===== config.mk =====
export PLATFORM = sky130hd
export DESIGN_NAME = three_axis_stepper_sequencer_flat
export DESIGN_NICKNAME = d
export VERILOG_FILES = /design/src/hw/rtl/tass_pkg.sv /design/src/hw/rtl/tass_if.sv /design/src/hw/rtl/tass_lane.sv /design/src/hw/rtl/tass_merge.sv /design/src/hw/rtl/three_axis_stepper_sequencer.sv /design/src/flat_wrapper.sv
export SDC_FILE = /design/constraint.sdc
export NUM_CORES = 1
export LEC_CHECK = 0
export BUFFER_PORTS_ARGS = -buffer_cell sky130_fd_sc_hd__buf_4
export CAP_MARGIN = 20
export CORE_MARGIN = 2
export CORE_UTILIZATION = 60
export CTS_CLUSTER_SIZE = 12
export DETAILED_ROUTE_END_ITERATION = 6
export PLACE_DENSITY = 0.79
export SYNTH_ARGS = -nofsm -noshare
export SYNTH_HDL_FRONTEND = slang
export SYNTH_SLANG_ARGS = --single-unit

===== constraint.sdc =====
create_clock -name clk -period 15.1 [get_ports clk]
set_input_delay 3.02 -clock clk [delete_from_list [all_inputs] [get_ports clk]]
set_output_delay 3.02 -clock clk [all_outputs]
set_load 0.01 [all_outputs]

===== src/hw/rtl/tass_pkg.sv =====
// tass_pkg: types, codes and constants for the three-axis stepper sequencer
// no dependencies; used by the lanes, merge stage, top level and testbench

package tass_pkg;

  localparam int NMOT = 3;

  localparam logic signed [23:0] POS_MAX = 24'sh7FFFFF;
  localparam logic signed [23:0] POS_MIN = -24'sh800000;

  localparam logic [15:0] DELAY_RESET [8] = '{
    16'd200, 16'd36000, 16'd24000, 16'd18000,
    16'd12000, 16'd6000, 16'd3200, 16'd1600
  };

  typedef enum logic [2:0] {
    ACT_TICK       = 3'd0,
    ACT_SET_SPEED  = 3'd1,
    ACT_STEP_MOVE  = 3'd2,
    ACT_POWER_ON   = 3'd3,
    ACT_POWER_OFF  = 3'd4
  } action_t;

  // decoded item as seen by every lane
  typedef struct packed {
    logic [2:0]        action;
    logic [1:0]        motor;
    logic signed [3:0] speed;
    logic [13:0]       steps;
    logic [15:0]       elapsed;
    logic [15:0]       reload_sel;
    logic [15:0]       delay0;
  } cmd_t;

  typedef struct packed {
    logic        we;
    logic [2:0]  idx;
    logic [15:0] data;
  } cfg_t;

  typedef struct packed {
    logic [3:0]        coils;
    logic signed [23:0] pos;
    logic              done;
  } lane_out_t;

  typedef struct packed {
    logic [3:0]        coils_pan;
    logic [3:0]        coils_tilt;
    logic [3:0]        coils_rotate;
    logic signed [23:0] pos_pan;
    logic signed [23:0] pos_tilt;
    logic signed [23:0] pos_rotate;
    logic [2:0]        move_done;
  } result_t;

  // wave drive: phase 0 IN1, phase 1 IN3, phase 2 IN2, phase 3 IN4
  function automatic logic [3:0] phase_pattern(input logic [1:0] ph);
    logic [3:0] p;
    case (ph)
      2'd0:    p = 4'b0001;
      2'd1:    p = 4'b0100;
      2'd2:    p = 4'b0010;
      default: p = 4'b1000;
    endcase
    return p;
  endfunction

endpackage


===== src/hw/rtl/tass_if.sv =====
// tass channel interfaces: command input, result output, configuration write
// depends on nothing; payload widths follow the block's item fields, but for the byte-wide speed

interface tass_in_if;
  logic              valid;
  logic              ready;
  logic [2:0]        action;
  logic [1:0]        motor;
  logic signed [7:0] speed;
  logic [13:0]       steps;
  logic [15:0]       elapsed_us;

  modport source (output valid, action, motor, speed, steps, elapsed_us, input ready);
  modport sink   (input valid, action, motor, speed, steps, elapsed_us, output ready);
endinterface

interface tass_out_if;
  logic               valid;
  logic               ready;
  logic [3:0]         coils_pan;
  logic [3:0]         coils_tilt;
  logic [3:0]         coils_rotate;
  logic signed [23:0] pos_pan;
  logic signed [23:0] pos_tilt;
  logic signed [23:0] pos_rotate;
  logic [2:0]         move_done;

  modport source (output valid, coils_pan, coils_tilt, coils_rotate, pos_pan, pos_tilt,
                  pos_rotate, move_done, input ready);
  modport sink   (input valid, coils_pan, coils_tilt, coils_rotate, pos_pan, pos_tilt,
                  pos_rotate, move_done, output ready);
endinterface

interface tass_cfg_if;
  logic        valid;
  logic        ready;
  logic [2:0]  index;
  logic [15:0] data;

  modport source (output valid, index, data, input ready);
  modport sink   (input valid, index, data, output ready);
endinterface


===== src/hw/rtl/tass_lane.sv =====
// tass_lane: state and per-item update of a single stepper motor
// depends on tass_pkg (cmd_t, cfg_t, lane_out_t, action codes, phase_pattern, POS_MAX/POS_MIN, DELAY_RESET)

module tass_lane #(
  parameter int IDLE_DUTY_DIVISOR = 3,
  parameter int LANE = 0
) (
  input  logic                clk,
  input  logic                rst,
  input  logic                accept,
  input  tass_pkg::cmd_t      cmd,
  input  tass_pkg::cfg_t      cfg,
  output tass_pkg::lane_out_t lane_out
);

  localparam int IW = (IDLE_DUTY_DIVISOR > 1) ? $clog2(IDLE_DUTY_DIVISOR) : 1;

  logic [15:0]        countdown, countdown_next;
  logic signed [3:0]  speed, speed_next;
  logic [1:0]         phase, phase_next;
  logic [13:0]        budget, budget_next;
  logic signed [23:0] pos, pos_next;
  logic [IW-1:0]      idle, idle_next;
  logic               powered, powered_next;
  logic [3:0]         latch, latch_next;
  logic [15:0]        reload, reload_next;   // delay for the current speed magnitude

  logic [3:0]  speed_neg;
  logic [2:0]  mag;
  logic [IW:0] idle_inc;
  logic        blank;
  logic        done;
  logic        sel;

  assign speed_neg = -speed;
  assign mag       = speed[3] ? speed_neg[2:0] : speed[2:0];
  assign idle_inc  = {1'b0, idle} + 1'b1;
  assign sel       = (cmd.motor == 2'(LANE));

  always_comb begin
    countdown_next = countdown;
    speed_next     = speed;
    phase_next     = phase;
    budget_next    = budget;
    pos_next       = pos;
    idle_next      = idle;
    powered_next   = powered;
    latch_next     = latch;
    reload_next    = reload;
    blank          = 1'b0;
    done           = 1'b0;
    case (cmd.action)
      tass_pkg::ACT_TICK: begin
        if (countdown > cmd.elapsed) begin
          countdown_next = countdown - cmd.elapsed;
        end else begin
          countdown_next = reload;
          if (speed > 4'sd0) begin
            phase_next = phase + 2'd1;
          end else if (speed < 4'sd0) begin
            phase_next = phase - 2'd1;
          end else begin
            blank     = (idle == '0);
            idle_next = (idle_inc >= (IW+1)'(IDLE_DUTY_DIVISOR)) ? '0 : idle_inc[IW-1:0];
          end
          latch_next = (powered && !blank) ? tass_pkg::phase_pattern(phase_next) : 4'd0;
          if (speed != 4'sd0) begin
            if (speed > 4'sd0) begin
              if (pos != tass_pkg::POS_MAX) pos_next = pos + 24'sd1;
            end else begin
              if (pos != tass_pkg::POS_MIN) pos_next = pos - 24'sd1;
            end
            if (budget != 14'd0) begin
              budget_next = budget - 14'd1;
              if (budget == 14'd1) begin
                speed_next  = 4'sd0;
                reload_next = cmd.delay0;
                done        = 1'b1;
              end
            end
          end
        end
      end
      tass_pkg::ACT_SET_SPEED: begin
        if (sel) begin
          if (cmd.speed == 4'sd0) begin
            budget_next = 14'd1;
          end else begin
            speed_next  = cmd.speed;
            reload_next = cmd.reload_sel;
          end
        end
      end
      tass_pkg::ACT_STEP_MOVE: begin
        if (sel) begin
          budget_next = cmd.steps;
          speed_next  = cmd.speed;
          reload_next = cmd.reload_sel;
        end
      end
      tass_pkg::ACT_POWER_ON:  powered_next = 1'b1;
      tass_pkg::ACT_POWER_OFF: powered_next = 1'b0;
      default: ;
    endcase
  end

  always_ff @(posedge clk) begin
    if (rst) begin
      countdown <= '0;
      speed     <= '0;
      phase     <= '0;
      budget    <= '0;
      pos       <= '0;
      idle      <= '0;
      powered   <= 1'b0;
      latch     <= '0;
      reload    <= tass_pkg::DELAY_RESET[0];
    end else if (accept) begin
      countdown <= countdown_next;
      speed     <= speed_next;
      phase     <= phase_next;
      budget    <= budget_next;
      pos       <= pos_next;
      idle      <= idle_next;
      powered   <= powered_next;
      latch     <= latch_next;
      reload    <= reload_next;
    end else if (cfg.we && cfg.idx == mag) begin
      // keep the cached reload in step with its delay register
      reload <= cfg.data;
    end
  end

  assign lane_out.coils = powered_next ? latch_next : 4'd0;
  assign lane_out.pos   = pos_next;
  assign lane_out.done  = done;

endmodule


===== src/hw/rtl/tass_merge.sv =====
// tass_merge: gathers the lane results into one beat, with output and skid registers
// depends on tass_pkg (lane_out_t, result_t, NMOT)

module tass_merge (
  input  logic                clk,
  input  logic                rst,
  input  logic                push,
  input  tass_pkg::lane_out_t lanes [tass_pkg::NMOT],
  output logic                in_ready,
  output logic                out_valid,
  input  logic                out_ready,
  output tass_pkg::result_t   out_data
);

  tass_pkg::result_t merged;
  tass_pkg::result_t main_q, skid_q;
  logic              main_valid, skid_valid;
  logic              pop;

  always_comb begin
    merged.coils_pan    = lanes[0].coils;
    merged.coils_tilt   = lanes[1].coils;
    merged.coils_rotate = lanes[2].coils;
    merged.pos_pan      = lanes[0].pos;
    merged.pos_tilt     = lanes[1].pos;
    merged.pos_rotate   = lanes[2].pos;
    merged.move_done    = {lanes[2].done, lanes[1].done, lanes[0].done};
  end

  assign in_ready  = !skid_valid;
  assign out_valid = main_valid;
  assign out_data  = main_q;
  assign pop       = main_valid && out_ready;

  always_ff @(posedge clk) begin
    if (rst) begin
      main_valid <= 1'b0;
      skid_valid <= 1'b0;
    end else if (pop) begin
      if (skid_valid) begin
        main_q     <= skid_q;
        skid_valid <= 1'b0;
      end else if (push) begin
        main_q <= merged;
      end else begin
        main_valid <= 1'b0;
      end
    end else if (push) begin
      if (main_valid) begin
        skid_q     <= merged;
        skid_valid <= 1'b1;
      end else begin
        main_q     <= merged;
        main_valid <= 1'b1;
      end
    end
  end

endmodule


===== src/hw/rtl/three_axis_stepper_sequencer.sv =====
// three_axis_stepper_sequencer: top level, delay registers, lanes and merge stage
// depends on tass_pkg, tass_if, tass_lane, tass_merge
//
//   channel   dir   handshake        payload
//   in_ch     in    valid / ready    action, motor, speed, steps, elapsed_us
//   out_ch    out   valid / ready    coils_*, pos_*, move_done
//   cfg       in    valid / ready    index (delay_speed_0..7), data
//
// for each item the per-motor lanes update side by side and the
// merge stage registers the result beat, one result per item
// a skid register lets one more item in while a result waits, so a new item
// can enter every cycle as long as out_ch drains
// synchronous active-high reset: motors stopped, unpowered, at home, delays at defaults
// cfg is always ready; writes are expected only while the block is idle

module three_axis_stepper_sequencer #(
  parameter int IDLE_DUTY_DIVISOR = 3,
  parameter int MOTOR_COUNT = 3
) (
  input logic       clk,
  input logic       rst,
  tass_in_if.sink   in_ch,
  tass_out_if.source out_ch,
  tass_cfg_if.sink  cfg
);

  // delay registers, one per speed magnitude
  logic [15:0] delay_reg [8];

  tass_pkg::cmd_t      cmd;
  tass_pkg::cfg_t      cfg_w;
  tass_pkg::lane_out_t lanes [tass_pkg::NMOT];
  tass_pkg::result_t   result;

  logic              accept;
  logic              in_ready;
  logic signed [3:0] sp_sat;
  logic [3:0]        sp_neg;
  logic [2:0]        sp_mag;

  assign cfg.ready = 1'b1;
  assign cfg_w.we   = cfg.valid;
  assign cfg_w.idx  = cfg.index;
  assign cfg_w.data = cfg.data;

  always_ff @(posedge clk) begin
    if (rst) begin
      for (int i = 0; i < 8; i++) delay_reg[i] <= tass_pkg::DELAY_RESET[i];
    end else if (cfg.valid) begin
      delay_reg[cfg.index] <= cfg.data;
    end
  end

  // speed request saturates to plus or minus seven
  always_comb begin
    if (in_ch.speed > 8'sd7) begin
      sp_sat = 4'sd7;
    end else if (in_ch.speed < -8'sd7) begin
      sp_sat = -4'sd7;
    end else begin
      sp_sat = in_ch.speed[3:0];
    end
  end

  assign sp_neg = -sp_sat;
  assign sp_mag = sp_sat[3] ? sp_neg[2:0] : sp_sat[2:0];

  assign cmd.action     = in_ch.action;
  assign cmd.motor      = in_ch.motor;
  assign cmd.speed      = sp_sat;
  assign cmd.steps      = in_ch.steps;
  assign cmd.elapsed    = in_ch.elapsed_us;
  assign cmd.reload_sel = delay_reg[sp_mag];
  assign cmd.delay0     = delay_reg[0];

  assign in_ch.ready = in_ready;
  assign accept      = in_ch.valid && in_ready;

  // one lane per fitted motor; absent motors read zero
  for (genvar g = 0; g < tass_pkg::NMOT; g++) begin : g_lane
    if (g < MOTOR_COUNT) begin : g_on
      tass_lane #(
        .IDLE_DUTY_DIVISOR(IDLE_DUTY_DIVISOR),
        .LANE(g)
      ) u_lane (
        .clk     (clk),
        .rst     (rst),
        .accept  (accept),
        .cmd     (cmd),
        .cfg     (cfg_w),
        .lane_out(lanes[g])
      );
    end else begin : g_off
      assign lanes[g] = '0;
    end
  end

  tass_merge u_merge (
    .clk      (clk),
    .rst      (rst),
    .push     (accept),
    .lanes    (lanes),
    .in_ready (in_ready),
    .out_valid(out_ch.valid),
    .out_ready(out_ch.ready),
    .out_data (result)
  );

  assign out_ch.coils_pan    = result.coils_pan;
  assign out_ch.coils_tilt   = result.coils_tilt;
  assign out_ch.coils_rotate = result.coils_rotate;
  assign out_ch.pos_pan      = result.pos_pan;
  assign out_ch.pos_tilt     = result.pos_tilt;
  assign out_ch.pos_rotate   = result.pos_rotate;
  assign out_ch.move_done    = result.move_done;

endmodule


===== src/flat_wrapper.sv =====
// flat-port wrapper written by rule: the top's interface ports become plain ports
module three_axis_stepper_sequencer_flat 
#(
  parameter int IDLE_DUTY_DIVISOR = 3,
  parameter int MOTOR_COUNT = 3
)
  (clk, rst, in_ch_valid, in_ch_action, in_ch_motor, in_ch_speed, in_ch_steps, in_ch_elapsed_us, in_ch_ready, out_ch_valid, out_ch_coils_pan, out_ch_coils_tilt, out_ch_coils_rotate, out_ch_pos_pan, out_ch_pos_tilt, out_ch_pos_rotate, out_ch_move_done, out_ch_ready, cfg_valid, cfg_index, cfg_data, cfg_ready);
  tass_in_if in_ch_i ();
  tass_out_if out_ch_i ();
  tass_cfg_if cfg_i ();
  input logic clk;
  input logic rst;
  input wire logic [$bits(in_ch_i.valid)-1:0] in_ch_valid;
  input wire logic [$bits(in_ch_i.action)-1:0] in_ch_action;
  input wire logic [$bits(in_ch_i.motor)-1:0] in_ch_motor;
  input wire logic [$bits(in_ch_i.speed)-1:0] in_ch_speed;
  input wire logic [$bits(in_ch_i.steps)-1:0] in_ch_steps;
  input wire logic [$bits(in_ch_i.elapsed_us)-1:0] in_ch_elapsed_us;
  output wire logic [$bits(in_ch_i.ready)-1:0] in_ch_ready;
  output wire logic [$bits(out_ch_i.valid)-1:0] out_ch_valid;
  output wire logic [$bits(out_ch_i.coils_pan)-1:0] out_ch_coils_pan;
  output wire logic [$bits(out_ch_i.coils_tilt)-1:0] out_ch_coils_tilt;
  output wire logic [$bits(out_ch_i.coils_rotate)-1:0] out_ch_coils_rotate;
  output wire logic [$bits(out_ch_i.pos_pan)-1:0] out_ch_pos_pan;
  output wire logic [$bits(out_ch_i.pos_tilt)-1:0] out_ch_pos_tilt;
  output wire logic [$bits(out_ch_i.pos_rotate)-1:0] out_ch_pos_rotate;
  output wire logic [$bits(out_ch_i.move_done)-1:0] out_ch_move_done;
  input wire logic [$bits(out_ch_i.ready)-1:0] out_ch_ready;
  input wire logic [$bits(cfg_i.valid)-1:0] cfg_valid;
  input wire logic [$bits(cfg_i.index)-1:0] cfg_index;
  input wire logic [$bits(cfg_i.data)-1:0] cfg_data;
  output wire logic [$bits(cfg_i.ready)-1:0] cfg_ready;
  assign in_ch_i.valid = in_ch_valid;
  assign in_ch_i.action = in_ch_action;
  assign in_ch_i.motor = in_ch_motor;
  assign in_ch_i.speed = in_ch_speed;
  assign in_ch_i.steps = in_ch_steps;
  assign in_ch_i.elapsed_us = in_ch_elapsed_us;
  assign in_ch_ready = in_ch_i.ready;
  assign out_ch_valid = out_ch_i.valid;
  assign out_ch_coils_pan = out_ch_i.coils_pan;
  assign out_ch_coils_tilt = out_ch_i.coils_tilt;
  assign out_ch_coils_rotate = out_ch_i.coils_rotate;
  assign out_ch_pos_pan = out_ch_i.pos_pan;
  assign out_ch_pos_tilt = out_ch_i.pos_tilt;
  assign out_ch_pos_rotate = out_ch_i.pos_rotate;
  assign out_ch_move_done = out_ch_i.move_done;
  assign out_ch_i.ready = out_ch_ready;
  assign cfg_i.valid = cfg_valid;
  assign cfg_i.index = cfg_index;
  assign cfg_i.data = cfg_data;
  assign cfg_ready = cfg_i.ready;
  three_axis_stepper_sequencer #(.IDLE_DUTY_DIVISOR(IDLE_DUTY_DIVISOR), .MOTOR_COUNT(MOTOR_COUNT)) u_core (.clk(clk), .rst(rst), .in_ch(in_ch_i), .out_ch(out_ch_i), .cfg(cfg_i));
endmodule

### Yosys cells after proc, flatten, opt, wreduce, memory -nomap -nowiden

Memory sizes are Yosys's and may differ from the RTL's.
Cells that the tools add are included.

* bits in read-only memories: 0
* memories: 1
* register bits after elaboration: 425
* latch bits: 0
* bits in writable memories: 128
* input port bits: 67
* output and inout bits: 90
* logic and storage cells: 389

Memory list
* u_core.delay_reg: words 8, bits a word 16, read ports 2, clocked after memory_dff 0, write ports 8, RTL line three_axis_stepper_sequencer.sv:28 `logic [15:0] delay_reg [8];`

* shift-type cells: 0
* reduce and logical (&&, ||, !) cells: 55
* bitwise gates (word level): 11
* div/mod/pow operators: 0
* muxes and demuxes: 173
* add/sub/neg operators: 25
* multiply operators: 0
* magnitude comparators: 14
* equality and inequality tests: 67

Operators with widths (count)
* 16-bit 2-to-1 mux: 29
* 87-bit 2-to-1 mux: 5
* 24-bit 2-to-1 mux: 18
* 14-bit 2-to-1 mux: 16
* 24-bit inequality test, second input constant: 6
* 16-bit one-hot mux with 3 select lines: 3
* 4-bit 2-to-1 mux: 33
* 14-bit one-hot mux with 3 select lines: 3
* 24-bit by 2-bit adder with 24-bit output, second input constant: 3
* 4-bit one-hot mux with 3 select lines: 6
* 24-bit by 2-bit subtractor with 24-bit output, second input constant: 3
* 3-bit inequality test, second input constant: 19
* 9-bit AND reduction: 6
* 16-bit > comparator: 3
* 16-bit subtractor: 3
* 2-bit inequality test, second input constant: 22
* 14-bit by 1-bit == test with 1-bit output, second input constant: 3
* 14-bit nonzero test: 3
* 14-bit by 1-bit subtractor with 14-bit output, second input constant: 3
* 1-bit 2-to-1 mux: 37
* 2-bit 2-to-1 mux: 15
* 8-bit AND reduction: 3
* 16-bit OR reduction: 1
* 3-bit 2-to-1 mux: 5
* other kinds (32): 97

### Logic depth before layout (Yosys ltp)

* depth in word-level cells: 14
* mapped depth: 16
* gate-level depth less buffers: 13

### Cells and area by module

From an unflattened synthesis, not the netlist that was laid out.

* cell total of the unflattened synthesis: 3381
* area, all modules: 31451.4 um^2

By module, submodules not included
* tass_merge: cells each 283, sequential area each 5265.0 um^2, times used 1, area each 6493.7 um^2
* tass_lane (u_core.g_lane[1].g_on.u_lane): cells each 890, sequential area each 1661.6 um^2, times used 1, area each 6334.8 um^2
* tass_lane (u_core.g_lane[0].g_on.u_lane): cells each 857, sequential area each 1661.6 um^2, times used 1, area each 6247.2 um^2
* tass_lane (u_core.g_lane[2].g_on.u_lane): cells each 869, sequential area each 1661.6 um^2, times used 1, area each 6207.2 um^2
* three_axis_stepper_sequencer: cells each 482, sequential area each 3843.7 um^2, times used 1, area each 6168.4 um^2

### Least setup slack after synthesis

OpenSTA, ideal clock, no wires.

* path type: input port to flip-flop
* start point: in in_ch_valid
* end point: reg u_core.u_merge.main_q (netlist bit u_core.u_merge.out_data[0]), enable pin
* stages: 6
* data required time: 14.460 ns
* setup slack: 4.571 ns
* library setup time: 0.640 ns
* path buffers: 3
* data arrival time: 9.890 ns
* cell sequence: nor2b_1 > clkbuf_1 > clkbuf_1 > clkbuf_1 > a21oi_1 > nor3_1

* cells in the longest elaborated chain, start to end: 3
* elaborated cells between the ends (all ways): 4
* those cells by class: 4 x reduce/logical

RTL lines
* start: declaration: RTL line flat_wrapper.sv:13 `input wire logic [$bits(in_ch_i.valid)-1:0] in_ch_valid;`
* 1-bit logical AND (*): RTL line three_axis_stepper_sequencer.sv:77 `assign accept = in_ch.valid && in_ready;`
* 2-bit nonzero test (no line)
* 4-bit AND reduction (no line) (*)
* end signal: assignment: RTL line tass_merge.sv:41 `main_q <= skid_q;`
* end signal: assignment: RTL line tass_merge.sv:44 `main_q <= merged;`
* end signal: assignment: RTL line tass_merge.sv:53 `main_q <= merged;`
* end: declaration: RTL line tass_merge.sv:16 `tass_pkg::result_t main_q, skid_q;`

Mark *: on every way between the ends. The rest lies on a longest branch, timed or not.
A chain may end at the register's enable or synchronous reset.

### Final worst setup path

* start point: in in_ch_speed[4]
* end point: reg u_core.g_lane[1].g_on.u_lane.reload[11]

* cells in the longest elaborated chain, start to end: 10
* elaborated cells between the ends (all ways): 15
* those cells by class: 1 x add/sub; 2 x order compare; 1 x eq/ne; 8 x mux; 2 x reduce/logical; 1 x memory

RTL lines
* start: declaration: RTL line flat_wrapper.sv:16 `input wire logic [$bits(in_ch_i.speed)-1:0] in_ch_speed;`
* 8-bit by 4-bit < comparator with 1-bit output: RTL line three_axis_stepper_sequencer.sv:58 `end else if (in_ch.speed < -8'sd7) begin`
* 4-bit 2-to-1 mux: RTL line three_axis_stepper_sequencer.sv:58
* 4-bit 2-to-1 mux (*): RTL line three_axis_stepper_sequencer.sv:56 `if (in_ch.speed > 8'sd7) begin`
* 3-bit negator: RTL line three_axis_stepper_sequencer.sv:65 `assign sp_neg = -sp_sat;`
* 3-bit 2-to-1 mux: RTL line three_axis_stepper_sequencer.sv:66 `assign sp_mag = sp_sat[3] ? sp_neg[2:0] : sp_sat[2:0];`
* memory 8 x 16 bit
* 16-bit 2-to-1 mux: RTL line tass_lane.sv:86 `if (cmd.speed == 4'sd0) begin`
* 16-bit 2-to-1 mux: RTL line tass_lane.sv:85 `if (sel) begin`
* 16-bit one-hot mux with 3 select lines: RTL line tass_lane.sv:52 `case (cmd.action)`
* 16-bit 2-to-1 mux: RTL line tass_lane.sv:118 `end else if (accept) begin`
* end signal: assignment: RTL line tass_lane.sv:117 `reload <= tass_pkg::DELAY_RESET[0];`
* end signal: assignment: RTL line tass_lane.sv:127 `reload <= reload_next;`
* end signal: assignment: RTL line tass_lane.sv:130 `reload <= cfg.data;`
* end: declaration: RTL line tass_lane.sv:26 `logic [15:0] reload, reload_next;`

Mark *: on every way between the ends. The rest lies on a longest branch, timed or not. The select of a mux whose other input is x is not followed.

==> impl_metrics.yaml <==
synth:
  synth.avg_cell_area_sq_um: 9.58
  ys_seq_area_share_pct: 47.5
  ys_warn_count: 0
  synth_seq_cells: 553
  synthesis.nets: 3233
  syn_area_sq_um: 29700
  async_flop_share_pct: 0
  synthDistinctLibCells: 95
  synth_enable_flop_cells: 302
  yosys_most_used_dff: "edfxtp_1"
  synth_cells: 3096
flow_run:
  drv_cap: 0
finish:
  utilization_pct: 67.7
  drive_above_1_share_pct: 12.4
  layout_commonest_cell: "nor2_1"
  nets: 3283
  layout-area-overhead-vs-synth_pct: 11.4
  largest_reg_flops: 128
  layout_common_cells: "333 x nor2_1, 302 x edfxtp_1, 274 x nand2_1"
  n_fill_cell: 3834
  fin_cells: 3861
global_routing:
  gr-total-overflow: 0
  first_global_vias: 23500
  grt_usage_pct: 31.7
  antenna_found_initial: 2
  grt_max_degree: 161
  grt_first_pass_wirelength_mm: 128
detailed_routing:
  routed_via_density: 6.35
  detail-route-antenna-nets: 0
  wire_per_inst_microns: 21.2
  dr_total_vias: 24500
  wirelength_mm: 82.0
  firstDrtPassIters: 7
  drc: 1
  drtIter0Drc: 2047
placement:
  io_buffer_count: 155
  routabilityCongestion: 0.924
  pre_cts_ws_ps: 7880
  dp_cells: 3749
  hpwlAfterDp_mm: 56.7
worst_setup_path:
  worst-r2r-setup-slack_ps: 11150
  path_class: "input port to flop"
  arrival_ps: 6950
  cp-end-kind: "flop"
  ff2ff_path_depth: 12
  crit_required_ps: 15590
  reg2reg_from: "u_core.g_lane[1].g_on.u_lane.countdown[0]$_SDFFE_PP0P_"
  cp_max_fo: 19
  r2r-end: "u_core.g_lane[1].g_on.u_lane.reload[11]$_SDFFE_PP0P_"
  cp-start-kind: "input port"
floorplan:
  fp.dieW_microns: 226
  io_pins: 157
  start_util_pct: 60.7
  coreArea_sq_um: 48800
  die-area_sq_um: 51200
  row_count: 81
  die_h_microns: 226
outcome:
  status: "finished with violations"
  violations: "design-rule violations"
clocking:
  cts_hold_buffers: 0
  ctsRootBufferMaster: "clkbuf_16"
  tritoncts: "done"
  cts_max_level: 2
  numCtsBuffers: 57
  ctsResizeCount: 0
  post-cts-setup-buffers: 0
  ctsLongestPathBuffers: 3
  clock_latency_ps: 630
  clock-sinks: 553
  clkSlewWorstSetupHoldPaths_ps: 60
sta:
  setup_slack_ps: 8630
  period_minus_slack_ps: 6470
  slew_headroom_pct: 19.6
  hold_violations: 0
  finalCritPeriodShare_pct: 42.8
  tns_ps: 0
  rsz0062_at_grt: "no"
  clock.fmax_mhz: 155
  worstMarginPinSlew_ps: 1200
  fin_skew_ps: 18.6
  report.final.slew_viol_count: 0
  setup_viol: 0
power:
  finalPower_w: 0.00345
  peakVddDrop_mv: 0.0963
  power_density_nw_per_um2: 104
  p_leak_nw: 12.7
min_path:
  hp-class: "flop to flop"
  hold_path_startpoint: "u_core.g_lane[2].g_on.u_lane.countdown[0]$_SDFFE_PP0P_"
  min_to: "u_core.g_lane[2].g_on.u_lane.countdown[0]$_SDFFE_PP0P_"
  hold_path_depth: 2
==> worst max-delay path by stage <==
stage,startpoint,to,cells past startpoint
2_1_floorplan,in_ch_valid,u_core.u_merge.out_data[0]$_DFFE_PP_,6
3_3_place_gp,in_ch_speed[4],u_core.g_lane[0].g_on.u_lane.budget[11]$_SDFFE_PP0P_,12
3_5_place_dp,in_ch_speed[4],u_core.g_lane[0].g_on.u_lane.budget[6]$_SDFFE_PP0P_,12
4_1_cts,in_ch_speed[4],u_core.g_lane[0].g_on.u_lane.budget[6]$_SDFFE_PP0P_,12
5_1_grt,in_ch_speed[4],u_core.g_lane[0].g_on.u_lane.reload[0]$_SDFFE_PP0P_,15
6_report,in_ch_speed[4],u_core.g_lane[1].g_on.u_lane.reload[11]$_SDFFE_PP0P_,13
==> cell type report <==
cell class | instances | area [sq um] | area share, %
Tap cell | 664 | 831 | 2.51
Clock inverter | 15 | 176 | 0.534
Clock buffer | 93 | 1680 | 5.07
Inverter | 61 | 229 | 0.693
Timing Repair Buffer | 189 | 1440 | 4.35
Sequential cell | 553 | 14100 | 42.6
Antenna cell | 2 | 5.00 | 0.0151
Multi-Input combinational cell | 2284 | 14600 | 44.2
==> critical path: stages <==
cell and delay [ps]:
buf_4 120, or3_1 520, nor2_1 150, nor2_1 50, o21ai_0 260, ha_1 270, nor4b_1 680, and3_1 310
nor4_1 80, o21ai_2 170, o41a_1 960, mux2i_1 290, nor2_1 50
==> synthesized netlist by cell type (18+ instances only) <==
library cell,number,area [sq um]
a311oi_1,18,158
a31oi_1,40,250
nor3_1,89,445
edfxtp_1,302,9070
a22oi_1,20,150
dfxtp_1,251,5020
nand2_1,274,1030
a221oi_1,18,158
xnor2_1,77,674
xor2_1,88,771
or3_1,80,500
a211oi_1,38,285
nand4_1,47,294
a22o_1,28,245
o21ai_0,164,821
ha_1,67,838
o211ai_1,21,158
buf_2,27,135
mux2i_1,89,891
nor2_1,335,1260
o31ai_1,25,188
clkbuf_1,155,582
nor3b_1,20,150
a21oi_1,191,956
nand3_1,75,375
mux2_2,70,788
and3_1,20,125
nand2b_1,38,238
and2_1,99,619
inv_1,61,229
a21o_1,20,150
nor4_1,30,188
==> through the flow <==
step                      cell area (sq um)  hold slack [ps]
after floorplan                       29700              432
after global placement                31200              443
after detailed placement              31200              452
after CTS                             33000              454
after global routing                  33100              474
final                                 33100              454
==> routing by layer <==
layer / global-route usage (%) / wire, microns / vias up
met5: 0 / 0 / -
met4: 15.4 / 3990 / 0
met3: 4.26 / 5340 / 232
met2: 53.1 / 39200 / 1004
met1: 40.4 / 33500 / 11800
li1: - / - / 11400
==> report_power, final <==
group	switching, W	internal (W)	total, W
sequential	0.0000304	0.00164	0.00167
clock	0.000599	0.000809	0.00141
combinational	0.000241	0.000134	0.000375
==> cells by family (layout without fill, tap and decap cells) <==
group | count (synthesis) | after routing | synth area share [%]
AOI/OAI and AO/OA | 696 | 696 | 15.4
xor gates and xnor gates | 165 | 165 | 4.87
adders and majority gates | 71 | 71 | 3.06
buffers and inverters | 259 | 358 | 3.54
DFF | 553 | 553 | 47.5
muxes | 162 | 162 | 5.78
other | 1 | 3 | 0.0126
and+or+nand+nor | 1189 | 1189 | 19.8
No activity file was read; power rests on OpenSTA's default activity.
